==> config.mk <==
export PLATFORM = sky130hd
export DESIGN_NAME = bxm_ctrl
export DESIGN_NICKNAME = d
export VERILOG_FILES = /design/src/sv/bxm_pkg.sv /design/src/sv/bxm_ctrl.sv
export SDC_FILE = /design/constraint.sdc
export NUM_CORES = 1
export LEC_CHECK = 0
export ABC_AREA = 1
export BUFFER_PORTS_ARGS = -buffer_cell sky130_fd_sc_hd__buf_2
export CAP_MARGIN = 10
export CORE_ASPECT_RATIO = 1.2
export CORE_UTILIZATION = 60
export DETAILED_ROUTE_END_ITERATION = 7
export PLACE_DENSITY = 0.84
export SLEW_MARGIN = 10
export SYNTH_ARGS = -nofsm -noshare
export SYNTH_HDL_FRONTEND = slang
export SYNTH_SLANG_ARGS = --single-unit
==> constraint.sdc <==
create_clock -name clk -period 8.5 [get_ports clk]
set_clock_uncertainty 0.2 [all_clocks]
set_input_delay 1.7 -clock clk [delete_from_list [all_inputs] [get_ports clk]]
set_output_delay 1.7 -clock clk [all_outputs]
set_load 0.1 [all_outputs]
==> src/sv/bxm_pkg.sv <==
`default_nettype none
package bxm_pkg;

	localparam logic [1:0] FUNC_INSERT = 2'd0;
	localparam logic [1:0] FUNC_LOOKUP = 2'd1;
	localparam logic [1:0] FUNC_ERASE  = 2'd2;
	localparam logic [1:0] FUNC_QUERY  = 2'd3;

	localparam logic [2:0] ST_OK       = 3'd0;
	localparam logic [2:0] ST_NOTFOUND = 3'd1;
	localparam logic [2:0] ST_DUP      = 3'd2;
	localparam logic [2:0] ST_FULL     = 3'd3;
	localparam logic [2:0] ST_EMPTY    = 3'd4;

	localparam logic REG_ALLOW_DUP = 1'b0;

	typedef enum logic [3:0] {
		S_IDLE,
		S_DISP,
		S_WRD,
		S_WCHK,
		S_IRD,
		S_ICHK,
		S_ICLR,
		S_LRD,
		S_LINC,
		S_ERD,
		S_EUPD,
		S_QRD,
		S_QCHK,
		S_DONE
	} state_t;

	typedef struct packed {
		logic link_we0;
		logic link_we1;
		logic cnt_we;
		logic stk_we;
	} mem_ctl_t;

endpackage
`default_nettype wire

==> src/sv/bxm_ctrl.sv <==
`default_nettype none
module bxm_ctrl import bxm_pkg::*; #(
	parameter int KEY_BITS   = 32,
	parameter int NODE_POOL  = 4096,
	parameter int COUNT_BITS = 16,
	localparam int NW = $clog2(NODE_POOL),
	localparam int LW = $clog2(KEY_BITS + 1)
) (
	input  wire logic                  clk,
	input  wire logic                  arst_n,
	input  wire logic                  req_valid,
	output logic                       req_ready,
	input  wire logic [1:0]            req_func,
	input  wire logic [31:0]           req_key,
	input  wire logic                  allow_dup,
	output logic                       res_done,
	input  wire logic                  res_take,
	output logic [2:0]                 res_status,
	output logic [31:0]                res_match,
	output mem_ctl_t                   ctl,
	output logic [NW-1:0]              rd_addr,
	output logic [NW-1:0]              link_waddr,
	output logic [NW-1:0]              link_wdata,
	output logic [NW-1:0]              cnt_waddr,
	output logic [COUNT_BITS-1:0]      cnt_wdata,
	output logic [NW-1:0]              stk_raddr,
	output logic [NW-1:0]              stk_waddr,
	output logic [NW-1:0]              stk_wdata,
	output logic [NW-1:0]              low_mark,
	input  wire logic [NW-1:0]         link0_rd,
	input  wire logic [NW-1:0]         link1_rd,
	input  wire logic [COUNT_BITS-1:0] cnt_rd,
	input  wire logic [NW-1:0]         stk_rd
);

	state_t state_q, state_d;

	logic [1:0]            func_q;
	logic [KEY_BITS-1:0]   key_q;
	logic [KEY_BITS-1:0]   sh_q;
	logic [KEY_BITS-1:0]   mask_q;
	logic [KEY_BITS-1:0]   acc_q;
	logic [LW-1:0]         lvl_q;
	logic [NW-1:0]         cur_q;
	logic [NW-1:0]         root0_q;
	logic [NW-1:0]         root1_q;
	logic [COUNT_BITS-1:0] root_cnt_q;
	logic [NW-1:0]         free_top_q;
	logic [NW-1:0]         low_q;
	logic [2:0]            status_q;
	logic [NW-1:0]         path_mem [2**LW];
	logic [NW-1:0]         path_rd_q;

	logic [KEY_BITS+31:0] key_ext;
	logic [KEY_BITS+31:0] acc_ext;
	logic                 b_fwd;
	logic                 b_back;
	logic [NW-1:0]        lnk_b;
	logic [NW-1:0]        lnk_o;
	logic                 at_root;
	logic                 last;
	logic                 alloc;
	logic [NW-1:0]        nx;
	logic [COUNT_BITS-1:0] dec_cnt;
	logic [NW-1:0]        parent;
	logic [NW-1:0]        top_dec;

	assign key_ext = {KEY_BITS'(0), req_key};
	assign acc_ext = {32'd0, acc_q};
	assign b_fwd   = sh_q[KEY_BITS-1];
	assign b_back  = sh_q[0];
	assign at_root = lvl_q == LW'(0);
	assign last    = lvl_q == LW'(KEY_BITS - 1);
	assign lnk_b   = at_root ? (b_fwd ? root1_q : root0_q) : (b_fwd ? link1_rd : link0_rd);
	assign lnk_o   = at_root ? (b_fwd ? root0_q : root1_q) : (b_fwd ? link0_rd : link1_rd);
	assign alloc   = lnk_b == NW'(0);
	assign nx      = alloc ? stk_rd : lnk_b;
	assign dec_cnt = (cnt_rd == COUNT_BITS'(0)) ? cnt_rd : cnt_rd - COUNT_BITS'(1);
	assign parent  = (lvl_q == LW'(1)) ? NW'(0) : path_rd_q;
	assign top_dec = free_top_q - NW'(1);

	assign req_ready  = state_q == S_IDLE;
	assign res_done   = state_q == S_DONE;
	assign res_status = status_q;
	assign res_match  = acc_ext[31:0];
	assign rd_addr    = cur_q;
	assign stk_raddr  = top_dec;
	assign stk_waddr  = free_top_q;
	assign stk_wdata  = cur_q;
	assign low_mark   = low_q;

	always_comb begin
		state_d = state_q;
		case (state_q)
			S_IDLE: begin
				if (req_valid) state_d = S_DISP;
			end
			S_DISP: begin
				case (func_q)
					FUNC_INSERT: begin
						if (free_top_q < NW'(KEY_BITS) || root_cnt_q == '1) state_d = S_DONE;
						else if (!allow_dup) state_d = S_WRD;
						else state_d = S_IRD;
					end
					FUNC_QUERY: state_d = (root_cnt_q == COUNT_BITS'(0)) ? S_DONE : S_QRD;
					default: state_d = S_WRD;
				endcase
			end
			S_WRD: state_d = S_WCHK;
			S_WCHK: begin
				if (alloc) begin
					state_d = (func_q == FUNC_INSERT) ? S_IRD : S_DONE;
				end else if (last) begin
					state_d = (func_q == FUNC_ERASE) ? S_ERD : S_DONE;
				end else begin
					state_d = S_WRD;
				end
			end
			S_IRD: state_d = S_ICHK;
			S_ICHK: begin
				if (alloc) state_d = S_ICLR;
				else state_d = last ? S_LRD : S_IRD;
			end
			S_ICLR: state_d = (lvl_q == LW'(KEY_BITS)) ? S_LRD : S_IRD;
			S_LRD:  state_d = S_LINC;
			S_LINC: state_d = S_DONE;
			S_ERD:  state_d = S_EUPD;
			S_EUPD: state_d = (lvl_q == LW'(1)) ? S_DONE : S_ERD;
			S_QRD:  state_d = S_QCHK;
			S_QCHK: begin
				if ((alloc && lnk_o == NW'(0)) || last) state_d = S_DONE;
				else state_d = S_QRD;
			end
			S_DONE: begin
				if (res_take) state_d = S_IDLE;
			end
			default: state_d = S_IDLE;
		endcase
	end

	always_comb begin
		ctl        = '0;
		link_waddr = cur_q;
		link_wdata = NW'(0);
		cnt_waddr  = cur_q;
		cnt_wdata  = cnt_rd + COUNT_BITS'(1);
		case (state_q)
			S_ICHK: begin
				if (alloc && !at_root) begin
					ctl.link_we0 = !b_fwd;
					ctl.link_we1 = b_fwd;
				end
				link_wdata = stk_rd;
				ctl.cnt_we = !at_root;
			end
			S_ICLR: begin
				ctl.link_we0 = 1'b1;
				ctl.link_we1 = 1'b1;
				ctl.cnt_we   = 1'b1;
				cnt_wdata    = COUNT_BITS'(0);
			end
			S_LINC: ctl.cnt_we = 1'b1;
			S_EUPD: begin
				ctl.cnt_we = 1'b1;
				cnt_wdata  = dec_cnt;
				link_waddr = parent;
				if (dec_cnt == COUNT_BITS'(0)) begin
					ctl.stk_we = 1'b1;
					if (lvl_q != LW'(1)) begin
						ctl.link_we0 = !b_back;
						ctl.link_we1 = b_back;
					end
				end
			end
			default: ;
		endcase
	end

	always_ff @(posedge clk) begin
		path_rd_q <= path_mem[lvl_q - LW'(1)];
		if (state_q == S_WCHK && !alloc) begin
			path_mem[lvl_q + LW'(1)] <= lnk_b;
		end
	end

	always_ff @(posedge clk or negedge arst_n) begin
		if (!arst_n) begin
			state_q    <= S_IDLE;
			root0_q    <= '0;
			root1_q    <= '0;
			root_cnt_q <= '0;
			free_top_q <= NW'(NODE_POOL - 1);
			low_q      <= NW'(NODE_POOL - 1);
		end else begin
			state_q <= state_d;
			case (state_q)
				S_ICHK: begin
					if (alloc) begin
						free_top_q <= top_dec;
						if (top_dec < low_q) low_q <= top_dec;
						if (at_root) begin
							if (b_fwd) root1_q <= stk_rd;
							else root0_q <= stk_rd;
						end
					end
					if (at_root) root_cnt_q <= root_cnt_q + COUNT_BITS'(1);
				end
				S_EUPD: begin
					if (dec_cnt == COUNT_BITS'(0)) begin
						free_top_q <= free_top_q + NW'(1);
						if (lvl_q == LW'(1)) begin
							if (b_back) root1_q <= '0;
							else root0_q <= '0;
						end
					end
					if (lvl_q == LW'(1) && root_cnt_q != COUNT_BITS'(0)) begin
						root_cnt_q <= root_cnt_q - COUNT_BITS'(1);
					end
				end
				default: ;
			endcase
		end
	end

	always_ff @(posedge clk) begin
		case (state_q)
			S_IDLE: begin
				func_q <= req_func;
				key_q  <= key_ext[KEY_BITS-1:0];
				sh_q   <= key_ext[KEY_BITS-1:0];
				mask_q <= KEY_BITS'(1) << (KEY_BITS - 1);
				acc_q  <= '0;
				lvl_q  <= '0;
				cur_q  <= '0;
			end
			S_DISP: begin
				if (func_q == FUNC_INSERT &&
				    (free_top_q < NW'(KEY_BITS) || root_cnt_q == '1)) begin
					status_q <= ST_FULL;
				end else if (func_q == FUNC_QUERY && root_cnt_q == COUNT_BITS'(0)) begin
					status_q <= ST_EMPTY;
				end else begin
					status_q <= ST_OK;
				end
			end
			S_WCHK: begin
				if (alloc) begin
					status_q <= (func_q == FUNC_INSERT) ? ST_OK : ST_NOTFOUND;
					sh_q     <= key_q;
					lvl_q    <= '0;
					cur_q    <= '0;
				end else begin
					cur_q <= lnk_b;
					lvl_q <= lvl_q + LW'(1);
					if (last) begin
						status_q <= (func_q == FUNC_INSERT) ? ST_DUP : ST_OK;
						sh_q     <= key_q;
					end else begin
						sh_q <= sh_q << 1;
					end
				end
			end
			S_ICHK: begin
				cur_q <= nx;
				lvl_q <= lvl_q + LW'(1);
				sh_q  <= sh_q << 1;
			end
			S_EUPD: begin
				cur_q <= parent;
				lvl_q <= lvl_q - LW'(1);
				sh_q  <= sh_q >> 1;
			end
			S_QCHK: begin
				if (!alloc) begin
					cur_q <= lnk_b;
					if (b_fwd) acc_q <= acc_q | mask_q;
				end else if (lnk_o != NW'(0)) begin
					cur_q <= lnk_o;
					if (!b_fwd) acc_q <= acc_q | mask_q;
				end
				lvl_q  <= lvl_q + LW'(1);
				sh_q   <= sh_q << 1;
				mask_q <= mask_q >> 1;
			end
			default: ;
		endcase
	end

endmodule
`default_nettype wire

# After elaboration in Yosys (flattened, before gate mapping)
# Memories as Yosys holds them, arrays and structs flattened. A register that Yosys moved wholly into a read port is not among the register bits.
# Cells that the tools add are included.
# word_totals
ff_bits	219
ram_bits	768
in_bits	91
elab_cells	178
n_memories	1
# op_classes
n_addsub	8
order_cmp	2
n_eq_ne	35
n_mux	79
bitwise_logic	1
reduce_logical	38
# mem_list
memory	words	width	rd	rd_clocked_by_memory_dff	write_ports	line_no	rtl
path_mem	64	12	1	1	1	bxm_ctrl.sv:51	logic [NW-1:0] path_mem [2**LW];
# op_table
op	count
2-to-1 mux 12 bit	27
2-to-1 mux 32 bit	6
one-hot mux 32 bit (2 select lines)	2
one-hot mux 32 bit (4 select lines)	1
one-hot mux 12 bit (2 select lines)	3
one-hot mux 16 bit (2 select lines)	2
one-hot mux 12 bit (5 select lines)	1
one-hot mux 4 bit (14 select lines)	1
zero test 16 bit	3
2-to-1 mux 16 bit	3
adder 16 x 1 -> 16 bit, second input constant	2
bitwise OR 32 bit	1
subtractor 16 x 1 -> 16 bit, second input constant	2
2-to-1 mux 3 bit	9
equality test 4 bit, second input constant	6
zero test 12 bit	2
2-to-1 mux 4 bit	6
one-hot mux 6 bit (4 select lines)	1
!= test 2 bit, second input constant	10
equality test 16 bit, second input constant	1
equality test 4 x 3 -> 1 bit, second input constant	4
nonzero test 16 bit	1
2-to-1 mux 2 bit	7
AND reduction 7 bit	2
other kinds (36)	60

# Depth between registers and ports, before layout
# Gate-level depths: netlist of run 1.
# logic_depth
word_depth	7
depth_mapped	23
ltp_nobuf	17

# Worst setup path before layout of run 1
# OpenSTA, ideal clock, no wires.
# synth_path
path_kind	input to output
from	in cnt_rd[0]
to	out ctl[3] (netlist name)
arrival_ns	5.142
required_ns	6.600
path_slack_ns	1.458
stages	11
path_buffers	1
cell_sequence	inv_1 -> ha_1 -> nand2_2 -> nor2_2 -> nand3b_4 -> buf_6 -> nand2_1 -> nand2_1 -> nor3_1 -> nand4_1 -> o21ai_0
# synth_rtl
item	line_no	rtl
start: declaration	bxm_ctrl.sv:32	input wire logic [COUNT_BITS-1:0] cnt_rd,
end: declaration	bxm_ctrl.sv:20	output mem_ctl_t ctl,

==> summary.md, run 1 <==
| Metric | Value |
|---|---|
| Drt total wl | `119 mm` |
| Max Cap Violations | `0` |
| Synthesized area per cell | `11.2 µm²` |
| Max-slew violation count | `0` |
| Routability Congestion | `0.963` |
| Worst Hold Depth | `2` |
| CTS buffer count | `93` |
| Initial antenna violation count | `8` |
| Commonest non-fill, non-tap cell in the layout | `edfxtp_1` |
| FF-to-FF path depth | `14` |
| Floorplan row count | `108` |
| CTS tree | `yes` |
| RSZ-0062 raised after global routing | `false` |
| TritonRoute pass-1 iters | `8` |
| CTS max path bufs | `3` |
| Dpl hpwl | `68.8 mm` |
| Net Count, Synth | `4065` |
| Layout area overhead | `11.2%` |
| Cts hold-fix bufs | `0` |
| Routed length on met2 | `56.7 mm` |
| Fmax | `146 MHz` |
| Average via count per standard cell | `6.41` |
| Slew @ Worst Pin | `1.33 ns` |
| Total clock sinks | `999` |
| Clock latency on the worst-skew pair | `0.66 ns` |
| Setup Buffers After CTS | `0` |
| Dpl cells | `4909` |
| Largest net degree at the start of global routing | `216` |
| Startpoint types | `flip-flop` |
| Die Span Y | `299 µm` |
| DR top layer | `met5` |
| Critical path fanouts, max | `185` |
| Prevailing post-synth register cell | `edfxtp_1` |
| Die area | `74400 µm²` |
| H-tree depth | `3` |
| GR Overflow Total | `0` |
| Cts repair resizes | `0` |
| Tmin final | `6.87 ns` |
| Cell area after synthesis | `44000 µm²` |
| Distinct cells, synth | `55` |
| CTS root buf | `clkbuf_16` |
| WL met1 | `42.1 mm` |
| DR WL/cell | `23.4 µm` |
| Number of port buffers | `243` |
| Final Net Count | `4199` |
| Vias in the first global route | `31548` |
| Seq/Total Area, Yosys | `0.673` |
| Setup TNS | `0 ns` |
| Starting density of the core | `0.607` |
| Ys Warns | `0` |
| Number of enable flip-flop cells after synthesis | `919` |
| Status | `completed` |
| WS Path Type | `reg -> out` |
| Die span in x | `249 µm` |
| Most frequent cells in the layout | `edfxtp_1, nor2_1, o21ai_0` |
| Clk pin slew, worst setup/hold paths | `0.06 ns` |
| Cell count after synthesis | `3938` |
| Num ports | `244` |
| Hold Crit Class | `reg -> reg` |
| #FFs+latches synth | `999` |
| Routed via count | `32623` |
| First-pass GRT wire length | `180 mm` |
| Worst endpoint data arrival time | `4.97 ns` |
| Reg2reg setup slack | `2.95 ns` |
| Share of layout cells above drive strength 1 | `0.131` |
| Setup crit end kind | `primary output` |
| 1st-iter DRT viols | `5355` |
| Tcrit/Tclk final | `0.808` |
| Final setup fails | `0` |
| Antenna-violating nets left | `0` |
| Drt drc | `0` |
| Met3 Routed Length | `13.2 mm` |
| Final Hold Vio Count | `0` |
| Critical path required time | `6.60 ns` |
| Cell Count, Final, Fillers Out | `5086` |
| Total track usage | `0.316` |
| Synth async-reset ratio | `0.0681` |
| CORE AREA | `72400 µm²` |
| Slew margin rel. | `0.110` |
==> routing by layer <==
| layer | vias to the layer above | track usage |
|---|---|---|
| met4 | 2 | 0.192 |
| li1 | 14434 | - |
| met1 | 15432 | 0.397 |
| met3 | 464 | 0.0606 |
| met2 | 2291 | 0.511 |
| met5 | - | 0 |
==> kinds of logic (layout without fill, tap and decap cells) <==
group                    count (synthesis)  in the layout  synth area share
XOR/XNOR                                38             38           0.00757
adder cells (fa/ha/maj)                 36             36            0.0104
AND/OR/NAND/NOR                       1418           1418             0.134
flip-flops                             999            999             0.673
AO/OA/AOI/OAI                          948            948             0.129
buffers and inverters                  499            707            0.0468
other                                    0              5                 0
==> final cells by class <==
type                       instances  area [µm²]
fill                            4910       23600
multi-input combinational       2440       12400
inverter                         238         908
sequential                       999       29600
timing repair buffer             300        1690
clock inverter                    51         604
antenna                            5        12.5
tap                              935        1170
clock buffer                     118        2530
==> final timing paths <==
check	startpoint	to
worst max-delay path	lvl_q[0]	ctl[2]
worst min-delay path	root1_q[7]	root1_q[7]
worst max register to register	lvl_q[0]	path_mem[24][7]
worst min register to register	root1_q[7]	root1_q[7]
max in group asynchronous	arst_n	root_cnt_q[5]
min in group asynchronous	arst_n	root0_q[3]
==> worst max-delay path, cell delays in order, from the launching register on <==
cell and delay, ns:
edfxtp_1 0.51, inv_8 0.67, ha_4 0.27, nand2_2 0.08
nor2_4 0.11, nand2_4 0.25, inv_1 0.37, nand2_1 0.11
nand2_1 0.14, nand2_1 0.07, nor2_1 0.13, nand3_2 0.31
clkinv_2 0.33, nand2_1 0.11, o21ai_0 0.15, o21bai_1 0.19
buf_2 0.50
==> sequential cells by signal, indices dropped and copies added, names as in the netlist <==
signal,flops
cnt_waddr,12
func_q,2
key_q,32
low_mark,12
lvl_q,6
mask_q,32
path_mem,768
path_rd_q,12
res_match,32
res_status,3
root0_q,12
root1_q,12
root_cnt_q,16
sh_q,32
state_q,4
stk_waddr,12
==> synthesized netlist by cell type, types with 32 or more instances <==
master | count | area share
o211ai_1 | 78 | 0.013
inv_1 | 230 | 0.020
nand2_1 | 451 | 0.039
dfrtp_1 | 44 | 0.025
o21ai_0 | 523 | 0.060
nand4_1 | 61 | 0.0087
o22ai_1 | 76 | 0.011
nor3_1 | 36 | 0.0041
nor2_1 | 667 | 0.057
ha_1 | 35 | 0.010
nand3_1 | 165 | 0.019
clkbuf_1 | 187 | 0.016
o221ai_1 | 128 | 0.026
edfxtp_1 | 919 | 0.63
xor2_1 | 32 | 0.0064
a21oi_1 | 74 | 0.0084
==> stage by stage <==
| step | cell area [µm²] | hold slack, ns | utilization | worst slack (ns) |
|---|---|---|---|---|
| 2_1_floorplan | 44000 | 0.250 | - | 1.46 |
| 3_3_place_gp | 45700 | 0.263 | 0.631 | 1.97 |
| 3_5_place_dp | 45700 | 0.270 | 0.631 | 1.98 |
| 4_1_cts | 48800 | 0.284 | 0.674 | 1.60 |
| 5_1_grt | 48900 | 0.300 | 0.675 | 1.28 |
| 6_report | 48900 | 0.284 | 0.675 | 1.63 |
Power of run 1 is not shown: default switching activity piles up to over one toggle a cycle in this logic, so the estimate is an artifact.
==> run 2, diff against run 1 <==
==> constraint.sdc (replaced) <==
create_clock -name clk -period 6.85 [get_ports clk]
set_clock_uncertainty 0.2 [all_clocks]
set_input_delay 1.37 -clock clk [delete_from_list [all_inputs] [get_ports clk]]
set_output_delay 1.37 -clock clk [all_outputs]
set_load 0.1 [all_outputs]
==> summary.md, run 2 (same netlist as run 1, synthesis figures left out) <==
| Metric | Value |
|---|---|
| CTS tree | `yes` |
| CORE AREA | `72400 µm² (unchanged)` |
| Share of layout cells above drive strength 1 | `0.132 (+0.000425)` |
| WP buf/inv | `4 (unchanged)` |
| Routed via count | `32612 (-0.034%)` |
| GR Overflow Total | `0 (unchanged)` |
| Reg2reg end | `path_mem[18][9]` |
| RSZ-0062 raised after global routing | `false` |
| Hold Crit Class | `reg -> reg` |
| Routability Congestion | `0.956 (-0.75%)` |
| Number of port buffers | `243 (unchanged)` |
| Worst Hold Depth | `2 (unchanged)` |
| Slew margin rel. | `0.139 (+0.0288)` |
| FF-to-FF path depth | `14 (unchanged)` |
| 1st-iter DRT viols | `4895 (-8.6%)` |
| Commonest non-fill, non-tap cell in the layout | `edfxtp_1` |
| Max Cap Violations | `0 (unchanged)` |
| Drt total wl | `119 mm (-0.48%)` |
| Crit path max-delay family | `buffers and inverters` |
| Die Span Y | `299 µm (unchanged)` |
| DR WL/cell | `23.2 µm (-0.86%)` |
| Status | `finished, violations left` |
| Final Hold Vio Count | `0 (unchanged)` |
| Initial antenna violation count | `9 (+1)` |
| CTS max path bufs | `3 (unchanged)` |
| Reg2reg setup slack | `1.63 ns (-1.32 ns)` |
| Slowest stage delay, CP | `0.59 ns (-0.08 ns)` |
| Startpoint types | `flip-flop` |
| Layout area overhead | `11.1% (about the same)` |
| Tcrit/Tclk final | `0.905` |
| Worst-path cell chain | `inv_8 > ha_4 > nand2_2 > nor2_4 > nand2_4 > inv_1 > nand2_1 > nand2_1 > nand2_1 > nor2_1 > nand3_2 > clkinv_2 > a31oi_1 > o21ai_0 > buf_2` |
| Average via count per standard cell | `6.39 (-0.41%)` |
| Setup Buffers After CTS | `0 (unchanged)` |
| Dpl hpwl | `68.8 mm (about the same)` |
| H-tree depth | `3 (unchanged)` |
| Floorplan row count | `108 (unchanged)` |
| Clk pin slew, worst setup/hold paths | `0.06 ns (about the same)` |
| Origin of the critical flop-to-flop path | `lvl_q[0]` |
| Worst endpoint data arrival time | `4.63 ns (-0.34 ns)` |
| Max FFs per register | `768 (unchanged)` |
| Cell mode on critical path | `nand2_1` |
| First-pass GRT wire length | `179 mm (-0.58%)` |
| Starting density of the core | `0.607 (unchanged)` |
| Hold Startpoint | `low_mark[0]` |
| Die area | `74400 µm² (unchanged)` |
| Clock latency on the worst-skew pair | `0.66 ns (about the same)` |
| Biggest register | `path_mem` |
| Critical path fanouts, max | `133 (-28%)` |
| CP max-delay cell | `inv_8` |
| Drt drc | `1 (+1)` |
| CTS buffer count | `92 (-1.1%)` |
| Fmax | `161 MHz` |
| Max-slew violation count | `0 (unchanged)` |
| Antenna-violating nets left | `0 (unchanged)` |
| Die span in x | `249 µm (unchanged)` |
| Total clock sinks | `999 (unchanged)` |
| Total track usage | `0.315 (-0.000868)` |
| Failing checks | `DRC` |
| Critical path required time | `5.28 ns (-1.32 ns)` |
| CTS root buf | `clkbuf_16` |
| Num ports | `244 (unchanged)` |
| Vias in the first global route | `31002 (-1.7%)` |
| Slew @ Worst Pin | `1.29 ns (-0.0434 ns)` |
| Largest net degree at the start of global routing | `217 (+0.46%)` |
| TritonRoute pass-1 iters | `8 (unchanged)` |
| Setup crit end kind | `primary output` |
| Cts repair resizes | `0 (unchanged)` |
| Setup TNS | `0 ns (unchanged)` |
| Cts hold-fix bufs | `0 (unchanged)` |
| Tmin final | `6.20 ns` |
| WS Path Type | `reg -> out` |
| Most frequent cells in the layout | `edfxtp_1, nor2_1, o21ai_0` |
| Final setup fails | `0 (unchanged)` |
| Final Net Count | `4213 (+0.33%)` |
| Hold Path Sink | `low_mark[0]` |
run 2: area by class of cell:
| cell class | count | area [µm²] |
|---|---|---|
| Tap cell | 935 | 1170 |
| Inverter | 238 | 907 |
| Antenna cell | 7 | 17.5 |
| Clock inverter | 54 | 469 |
| Fill cell | 4935 | 23600 |
| Clock buffer | 117 | 2500 |
| Multi-Input combinational cell | 2440 | 12400 |
| Sequential cell | 999 | 29600 |
| Timing Repair Buffer | 315 | 1820 |
run 2: worst max-delay path by stage:
stage                     from      endpoint  slack, ns  depth (start not counted)
floorplan           state_q[0]  res_match[0]       0.15                          5
detailed placement   cnt_rd[0]        ctl[3]       0.98                         12
global placement     cnt_rd[0]        ctl[3]       0.93                         12
CTS                   lvl_q[0]        ctl[3]       0.67                         15
finish                lvl_q[0]        ctl[3]       0.65                         15
global route          lvl_q[0]        ctl[2]       0.34                         16
run 2: metrics by stage:
stage	area, µm²	util	instances	hold slack, ns	setup WS, ns
after floorplan	44000	-	3938	0.250	0.146
after global placement	45900	0.633	4927	0.264	0.932
after detailed placement	45900	0.633	4927	0.266	0.978
after CTS	48800	0.674	5098	0.284	0.667
after global routing	48900	0.674	5105	0.300	0.343
final	48900	0.674	5105	0.282	0.648
run 2: tightest hold or removal path: cells and delay by family (launching register included):
| kind | cells | cell delay, ns |
|---|---|---|
| DFF | 1 | 0.37 |
| AOI/OAI and AO/OA | 1 | 0.05 |
| and+or+nand+nor | 1 | 0.05 |
run 2: layer usage:
layer / wire length [µm] / vias up / track usage
met3: 12500 / 421 / 0.0569
met1: 42200 / 15475 / 0.400
met4: 6940 / 2 / 0.177
met2: 57100 / 2252 / 0.514
li1: - / 14462 / -
met5: 11 / - / 0.00508
Power of run 2 is left out for the same reason.
